<file path="src/hdl/ted_pkg.sv">
`default_nettype none

package ted_pkg;

	// Verdict codes given on the result stream.
	typedef enum logic [2:0] {
		VERDICT_UNKNOWN  = 3'd0,
		VERDICT_UTF16_BE = 3'd1,
		VERDICT_UTF16_LE = 3'd2,
		VERDICT_UTF8_BOM = 3'd3,
		VERDICT_UTF8     = 3'd4,
		VERDICT_ANSI     = 3'd5
	} verdict_t;

	// Byte-order mark bytes.
	localparam logic [7:0] BOM_FE = 8'hfe;
	localparam logic [7:0] BOM_FF = 8'hff;
	localparam logic [7:0] BOM_EF = 8'hef;
	localparam logic [7:0] BOM_BB = 8'hbb;
	localparam logic [7:0] BOM_BF = 8'hbf;

	// UTF-8 class masks and their matching patterns.
	localparam logic [7:0] MASK_2 = 8'hc0;
	localparam logic [7:0] MASK_3 = 8'he0;
	localparam logic [7:0] MASK_4 = 8'hf0;
	localparam logic [7:0] MASK_5 = 8'hf8;
	localparam logic [7:0] PAT_CONT  = 8'h80;
	localparam logic [7:0] PAT_LEAD2 = 8'hc0;
	localparam logic [7:0] PAT_LEAD3 = 8'he0;
	localparam logic [7:0] PAT_LEAD4 = 8'hf0;

	// Byte count saturation and length of the captured head.
	localparam logic [2:0] COUNT_MAX  = 3'd4;
	localparam logic [2:0] HEAD_DEPTH = 3'd3;

	// One byte handed from the input register to the tracker.
	typedef struct packed {
		logic       step;
		logic [7:0] data_byte;
		logic       last_byte;
	} ted_step_t;

endpackage

`default_nettype wire

</file>
<file path="src/hdl/ted_track.sv">
`default_nettype none

module ted_track
	import ted_pkg::*;
(
	input  wire logic      clk,
	input  wire logic      arst_n,
	input  wire ted_step_t step_in,
	output verdict_t       verdict
);

	logic [2:0] count_q;
	logic [7:0] head_q [3];
	logic [1:0] pending_q;
	logic       error_q;

	logic [2:0] count_nx;
	logic [7:0] head_nx [3];
	logic [1:0] pending_nx;
	logic       error_nx;
	logic [7:0] b;

	assign b = step_in.data_byte;

	// Next state for the byte in the input register.
	always_comb begin
		count_nx   = (count_q >= COUNT_MAX) ? COUNT_MAX : count_q + 3'd1;
		head_nx    = head_q;
		pending_nx = pending_q;
		error_nx   = error_q;
		if (count_q < HEAD_DEPTH) begin
			head_nx[count_q[1:0]] = b;
		end
		if (pending_q != 2'd0) begin
			if ((b & MASK_2) != PAT_CONT) begin
				error_nx = 1'b1;
			end
			pending_nx = pending_q - 2'd1;
		end else if (b[7] == 1'b0) begin
			pending_nx = 2'd0;
		end else if ((b & MASK_3) == PAT_LEAD2) begin
			pending_nx = 2'd1;
		end else if ((b & MASK_4) == PAT_LEAD3) begin
			pending_nx = 2'd2;
		end else if ((b & MASK_5) == PAT_LEAD4) begin
			pending_nx = 2'd3;
		end else begin
			error_nx = 1'b1;
		end
	end

	// Verdict from the state that includes the final byte.
	always_comb begin
		if (count_nx <= HEAD_DEPTH) begin
			verdict = VERDICT_UNKNOWN;
		end else if (head_nx[0] == BOM_FE && head_nx[1] == BOM_FF) begin
			verdict = VERDICT_UTF16_BE;
		end else if (head_nx[0] == BOM_FF && head_nx[1] == BOM_FE) begin
			verdict = VERDICT_UTF16_LE;
		end else if (head_nx[0] == BOM_EF && head_nx[1] == BOM_BB
			&& head_nx[2] == BOM_BF) begin
			verdict = VERDICT_UTF8_BOM;
		end else if (error_nx || pending_nx != 2'd0) begin
			verdict = VERDICT_ANSI;
		end else begin
			verdict = VERDICT_UTF8;
		end
	end

	// State registers; the final byte of a buffer returns everything to reset.
	always_ff @(posedge clk or negedge arst_n) begin
		if (!arst_n) begin
			count_q   <= 3'd0;
			head_q    <= '{default: 8'h00};
			pending_q <= 2'd0;
			error_q   <= 1'b0;
		end else if (step_in.step) begin
			if (step_in.last_byte) begin
				count_q   <= 3'd0;
				head_q    <= '{default: 8'h00};
				pending_q <= 2'd0;
				error_q   <= 1'b0;
			end else begin
				count_q   <= count_nx;
				head_q    <= head_nx;
				pending_q <= pending_nx;
				error_q   <= error_nx;
			end
		end
	end

endmodule

`default_nettype wire

</file>
<file path="src/hdl/text_encoding_detector_unit.sv">
`default_nettype none
// A final byte reaches m_tdata as a verdict via the input and result registers.
// Throughput: one byte per cycle while no final byte is held; bytes that are not final never wait for the output.
// A final byte waits in the input register only while an earlier verdict is untaken.
// Reset (arst_n low, asynchronous) empties both registers and clears the byte count,
// the captured head bytes, the pending continuation count and the error flag.

module text_encoding_detector_unit
	import ted_pkg::*;
(
	input  wire logic       clk,
	input  wire logic       arst_n,
	input  wire logic       s_tvalid,
	output logic            s_tready,
	input  wire logic [7:0] s_tdata,   // [7:0] data_byte
	input  wire logic       s_tlast,   // last_byte
	output logic            m_tvalid,
	input  wire logic       m_tready,
	output logic [7:0]      m_tdata    // [2:0] verdict, [7:3] zero
);

	logic       valid_s1;
	logic [7:0] byte_s1;
	logic       last_s1;
	logic       out_free;
	logic       advance;
	ted_step_t  step;
	verdict_t   verdict;
	verdict_t   verdict_q;

	// A final byte moves on only when the result register can take its verdict.
	assign out_free = !m_tvalid || m_tready;
	assign advance  = valid_s1 && (!last_s1 || out_free);
	assign s_tready = !valid_s1 || advance;

	assign step.step      = advance;
	assign step.data_byte = byte_s1;
	assign step.last_byte = last_s1;

	ted_track u_track (
		.clk     (clk),
		.arst_n  (arst_n),
		.step_in (step),
		.verdict (verdict)
	);

	// Input register.
	always_ff @(posedge clk or negedge arst_n) begin
		if (!arst_n) begin
			valid_s1 <= 1'b0;
		end else if (s_tready) begin
			valid_s1 <= s_tvalid;
		end
	end

	always_ff @(posedge clk) begin
		if (s_tvalid && s_tready) begin
			byte_s1 <= s_tdata;
			last_s1 <= s_tlast;
		end
	end

	// Result register.
	always_ff @(posedge clk or negedge arst_n) begin
		if (!arst_n) begin
			m_tvalid <= 1'b0;
		end else if (advance && last_s1) begin
			m_tvalid <= 1'b1;
		end else if (m_tready) begin
			m_tvalid <= 1'b0;
		end
	end

	always_ff @(posedge clk) begin
		if (advance && last_s1) begin
			verdict_q <= verdict;
		end
	end

	assign m_tdata = {5'd0, verdict_q};

endmodule

`default_nettype wire

</file>
<file path="config.mk">
export PLATFORM = sky130hd
export DESIGN_NAME = text_encoding_detector_unit
export DESIGN_NICKNAME = d
export VERILOG_FILES = /design/src/hdl/ted_pkg.sv /design/src/hdl/ted_track.sv /design/src/hdl/text_encoding_detector_unit.sv
export SDC_FILE = /design/constraint.sdc
export NUM_CORES = 1
export LEC_CHECK = 0
export ABC_AREA = 1
export ABC_CLOCK_PERIOD_IN_PS = 4800
export BUFFER_PORTS_ARGS = -buffer_cell sky130_fd_sc_hd__buf_2
export CORE_MARGIN = 2
export CORE_UTILIZATION = 53
export CTS_CLUSTER_SIZE = 10
export DETAILED_ROUTE_END_ITERATION = 7
export HOLD_SLACK_MARGIN = 0.02
export PLACE_DENSITY = 0.72
export RECOVER_POWER = 25
export SYNTH_ARGS = -nofsm -noshare
export SYNTH_HDL_FRONTEND = slang
export SYNTH_SLANG_ARGS = --single-unit
</file>
<file path="constraint.sdc">
create_clock -name clk -period 4.8 [get_ports clk]
set_input_delay 0.24 -clock clk [delete_from_list [all_inputs] [get_ports clk]]
set_output_delay 0.24 -clock clk [all_outputs]
set_load 0.005 [all_outputs]
</file>
==> flow_summary.yaml, run 1 <==
outcome:
  status: "finished, violations left"
  violations: "capacitance limit, slew limit"
yosys:
  synthCells: 334
  yosysSeqAreaShare: 0.467
  syn_avg_cell_area_um2: 7.45
  ys_async_sr_fraction: 0.727
  synth_area_leaders: "dfrtp_1 (32%), nand2_1 (21%), edfxtp_1 (14%)"
  synth.most_common_cell: "nand2_1"
  synth_common_cells: "nand2_1 (136), inv_1 (41), dfrtp_1 (32)"
  ys_seq_elements: 44
  yosys_warnings: 0
  ys.flop_type: "dfrtp_1"
  synth_top_area_frac: 0.322
  synth_edf_count: 12
  synthDistinctLibCells: 26
  synth_area_um2: 2490
  synth_top_cell_by_area: "dfrtp_1"
flow_run:
  maxCapViolCount: 1
cts:
  clk_path_buf_depth: 2
  path_clk_slew_ns: 0.08
  cts_resized: 0
  cts_tree: "yes"
  post_cts_buffers: 0
  clock_latency_ns: 0.29
  cts.sinks: 44
  holdBufCountCts: 0
  htreeDepth: 2
  cts_made_buffers: 5
  root_buffer: "clkbuf_8"
setup_path:
  criticalPathCategory: "flop to flop"
  cpMaxStageDelayCell: "dfrtp_1"
  critPathArrivalTime_ns: 2.35
  crit_fanout: 12
  r2r_setup_slack_ns: 2.49
  cp-end-kind: "flop"
  path_common_cell: "nand2_1"
  path_delay_family: "simple AND/OR/NAND/NOR gates"
  cp.required_ns: 4.85
  regToRegStartpoint: "u_track.count_q[1]"
  crit_chain: "inv_1, ha_1, inv_1, nand2_1, nand2_1, nand2_1, nand2_1, nor2_2, nand4_1, nor2_1, nand2_1, o21ai_1, a21oi_1"
  max_stage_delay_ns: 0.45
  reg2regPathDepth: 13
  cp.buffers_inverters: 2
  timing.rr.end: "verdict_q[1]"
  start_kind: "flop"
  path_depth: 13
die:
  core_um2: 4440
  ioPinCount: 23
  die_area_um2: 5260
  rows: 24
  start_util: 0.560
  die_y_um: 72.5
  die_w_um: 72.5
detailed_routing:
  wirelength_um: 5340
  route.vias.total: 2124
  dr.pass1.iters: 4
  dr.first_iter.drc_count: 152
  wl_per_cell_um: 13.3
  routed_via_density: 5.31
  drc: 0
  ant_nets: 0
finish:
  drive_above_1_share: 0.0891
  stdcell_count: 400
  fin_nets: 365
  fillers: 427
  diodes: 0
  area_delta_synth_final_pct: 7.04
global_routing:
  grt_pass1_vias: 2015
  grt_max_degree: 33
  overflow: 0
  grtUsageTotal: 0.228
  grt_pass1_wl_um: 9140
  antenna_found_initial: 0
timing:
  timing.slew.headroom: -0.192
  rsz0062_at_grt: "no"
  fin_hold_ws_ns: 0.119
  hold_viol: 0
  max_freq_mhz: 434
  timing.setup.tns_ns: 0
  fin_crit_ns: 2.31
  finalSetupViolations: 0
  worstMarginPinSlew_ns: 1.79
  final_max_slew_viol_count: 33
  finalClockSkew_ns: 0.00697
  period_share: 0.481
pwr:
  power_density_nw_per_um2: 444
  total_power_uw: 1180
  vdd_ir_drop_max_uv: 225
  p_leak_uw: 0.00136
place:
  dp.cells: 393
  gp_congestion: 0.862
  io_buffers: 17
  dp_hpwl_um: 3790
min_path:
  worstHoldStart: "s_tdata[0]"
  min_to: "byte_s1[0]"
  hold_path.class: "input port to flop"
  hold_depth: 1
worst max path at each step:
stage                            start            to
floorplan           u_track.count_q[0]  verdict_q[0]
global placement    u_track.count_q[1]  verdict_q[1]
detailed placement  u_track.count_q[1]  verdict_q[1]
CTS                 u_track.count_q[0]  verdict_q[2]
global route        u_track.count_q[0]  verdict_q[0]
finish              u_track.count_q[1]  verdict_q[1]
cell usage in the layout (no fill, tap or decap), drive strengths merged:
cell / n
conb: 5
o21ai: 15
o22ai: 21
and2: 1
edfxtp: 12
a22o: 2
ha: 4
inv: 42
nand2: 139
nand4: 11
dfrtp: 32
bufinv: 1
nor2: 25
a22oi: 1
nand3: 8
a21oi: 6
clkbuf: 7
buf: 16
metal layers:
layer / vias to the layer above / routed length, um / GRT usage
li1: 1090 / - / -
met1: 976 / 2540 / 0.301
met2: 50 / 2470 / 0.376
met3: 8 / 249 / 0.0431
met4: 0 / 70 / 0.0823
met5: - / 0 / 0
sequential cells by signal (all words and copies together), names as in the netlist:
name / count
byte_s1: 8
valid_s1: 1
last_s1: 1
u_track.pending_q: 2
u_track.count_q: 3
m_tvalid: 1
verdict_q: 3
u_track.head_q: 24
u_track.error_q: 1
metrics by stage:
stage / setup slack [ns] / util / instance area, um2
after floorplan: 2.91 / - / 2500
after global placement: 2.54 / 0.577 / 2560
after detailed placement: 2.53 / 0.577 / 2560
after CTS: 2.52 / 0.600 / 2670
after global routing: 2.20 / 0.599 / 2660
final: 2.49 / 0.599 / 2660
cell families (layout without fill, tap and decap cells):
logic type / Yosys count / in the layout / synth area share
AOI/OAI and AO/OA: 45 / 45 / 0.108
DFF: 44 / 44 / 0.467
adders and majority gates: 4 / 4 / 0.0201
other: 1 / 5 / 0.00151
buffers and inverters: 56 / 66 / 0.101
and+or+nand+nor: 184 / 184 / 0.303
area by class of cell:
cell class,count,area [um2],area share
multi-input combinational,238,1090,0.410
sequential,44,1160,0.436
clock buffer,6,72.6,0.0272
inverter,42,160,0.0601
tap,52,65.1,0.0244
clock inverter,1,30.0,0.0113
timing repair buffer,17,83.8,0.0315
worst register-to-register path, delay by kind of cell, from the launching register on:
family | cells | cell delay (ns)
simple gates | 8 | 0.73
flops | 1 | 0.45
fa+ha+maj | 1 | 0.41
buf+inv | 2 | 0.29
compound gates | 2 | 0.19
power breakdown:
group          switching, uW  total (uW)  internal (uW)
clock                    119         271            153
sequential              32.8         486            453
combinational            285         426            140
total                    437        1180            746
Power figures use the tool's default switching activity.
==> run 2: changes to the inputs <==
- ABC_CLOCK_PERIOD_IN_PS: 4800 -> 2300
- clock period: 4.8 -> 2.3 ns (I/O delays scaled with it)
==> run 2 against run 1 <==
Net effect:
- the flow now finishes without violations
- fmax rose by 8.2%
- die area did not move
- sequential power rose by 110%
- total power rose by 110%
- routed wire length rose by 4.9%
- design area rose by 6.3%
- largest power group unchanged
==> flow_summary.yaml, run 2 (synthesized netlist as in run 1, its figures left out) <==
place:
  io_buffers: 17
  gp_congestion: 0.939
  placed_area_um2: 2620
  dp_hpwl_um: 3990
finish:
  drive_above_1_share: 0.123
  area_delta_synth_final_pct: 13.8
  fillers: 405
  diodes: 0
  mostFrequentLayoutCells: "nand2_1 (136), inv_1 (40), dfrtp_1 (31)"
  reg_top3: "u_track.head_q: 24 flops, byte_s1: 8 flops"
  fin_area_um2: 2830
  regMostFlops: "u_track.head_q"
  fin_nets: 383
  largest_reg_flops: 24
  final_common_cell: "nand2_1"
cts:
  cts_tree: "yes"
  cts_made_buffers: 5
  root_buffer: "clkbuf_8"
  cts.sinks: 44
  path_clk_slew_ns: 0.07
  htreeDepth: 2
  clock_latency_ns: 0.30
  clk_path_buf_depth: 2
setup_path:
  cpMaxStageDelayCell: "dfrtp_1"
  max_stage_delay_ns: 0.50
  crit_fanout: 7
  worstSetupStartpoint: "u_track.count_q[0]"
  crit_chain: "inv_2, ha_2, buf_4, nand2_1, nand2_1, nand2_1, nand2_1, nor2_1, nand2_1, nor2_1, nand3_1, nand2_1, nand2_1, a21oi_2"
  cp.required_ns: 2.46
  critPathArrivalTime_ns: 2.29
  criticalPathCategory: "flop to flop"
  regToRegStartpoint: "u_track.count_q[0]"
  path_common_cell: "nand2_1"
  cp-end-kind: "flop"
  start_kind: "flop"
pwr:
  pwr-share-comb: 0.392
  power_density_nw_per_um2: 863
  seq_power_share: 0.417
  switching_share: 0.384
  switching_power_uw: 939
  power_frac_clock: 0.191
  vdd_ir_drop_max_uv: 510
  p_leak_uw: 0.00143
  p_int_uw: 1510
timing:
  timing.slew.headroom: 0.472
  finalClockSkew_ns: 0.00838
  finalSetupViolations: 0
  timing.setup.tns_ns: 0
  rsz0062_at_grt: "no"
  fin_crit_ns: 2.13
  worstMarginPinSlew_ns: 0.793
  final_max_slew_viol_count: 0
  hold_viol: 0
  max_freq_mhz: 469
  period_share: 0.927
global_routing:
  grt_max_degree: 33
  grtUsageTotal: 0.238
  antenna_found_initial: 0
  grt_pass1_vias: 2026
  overflow: 0
  grt_pass1_wl_um: 9450
detailed_routing:
  wl_per_cell_um: 13.4
  dr.first_iter.drc_count: 183
  drc: 0
  routed_via_density: 5.21
  route.vias.total: 2184
  ant_nets: 0
  dr.pass1.iters: 4
  wirelength_um: 5600
min_path:
  hold_path.class: "input port to flop"
  worstHoldStart: "s_tvalid"
die:
  rows: 24
  die_y_um: 72.5
  start_util: 0.560
  die_w_um: 72.5
  die_area_um2: 5260
  core_um2: 4440
  ioPinCount: 23
outcome:
  status: "finished, final reports clean"
flow_run:
  maxCapViolCount: 0
run 2: cell types whose count changed in the layout (fill, tap and decap cells not counted), moves of 2 or more:
cell,change
dlygate4sd3_1,+10
buf_4,+8
ha_1,-3
ha_4,+2
run 2: final timing paths:
path / endpoint / slack, ns / cells past startpoint
hold reg to reg: u_track.error_q / 0.50 / 2
min in group asynchronous: u_track.head_q[12] / 0.42 / 2
hold / removal: valid_s1 / 0.03 / 3
setup / recovery: verdict_q[0] / 0.17 / 14
max in group asynchronous: u_track.count_q[1] / 1.32 / 2
setup reg to reg: verdict_q[0] / 0.17 / 14
run 2: final cells by class:
type	instances	area [um2]	share of cell area
well taps	52	65.1	0.0230
flip-flops and latches	44	1160	0.410
clock inverters	1	5.00	0.00177
multi-input cells	238	1120	0.395
inverters	42	160	0.0565
clock buffers	7	76.3	0.0269
repair buffers	35	245	0.0866
run 2: power groups by stage:
stage	sequential, uW	clock [uW]	combinational (uW)
finish	1020	467	959
global route	1030	507	1110
detailed placement	1030	0	911
global placement	1030	0	900
CTS	1010	478	930
floorplan	1010	0	726
run 2: worst max-delay path, delay by kind of cell, from the launching register on:
kind | cells | cell delay, ns
flops | 1 | 0.50
buf+inv | 2 | 0.28
fa+ha+maj | 1 | 0.23
compound gates | 1 | 0.10
simple gates | 10 | 0.89
run 2: what timing repair did:
item	4_1_cts	5_1_grt
endpoints found under the setup margin	0	3
setup buffers	0	0
gates resized for setup	0	8
hold buffers	10	0
hold endpoints to repair	41	0
run 2: metrics by stage:
| stage | std cells | hold slack (ns) | power (uW) | setup slack [ns] | util |
|---|---|---|---|---|---|
| detailed placement | 401 | 0.221 | 1940 | 0.101 | 0.590 |
| global placement | 401 | 0.212 | 1930 | 0.179 | 0.590 |
| global route | 419 | 0.0615 | 2650 | 0.0129 | 0.637 |
| CTS | 419 | 0.0291 | 2420 | 0.0990 | 0.631 |
| finish | 419 | 0.0284 | 2440 | 0.169 | 0.637 |
| floorplan | 338 | -0.181 | 1740 | 0.410 | - |
run 2: layer usage:
layer  part of all wire  track usage  routed length (um)
met1               0.46        0.315                2600
met4              0.022        0.105                 125
met2               0.47        0.380                2610
met3              0.047       0.0444                 262
met5                  0            0                   0
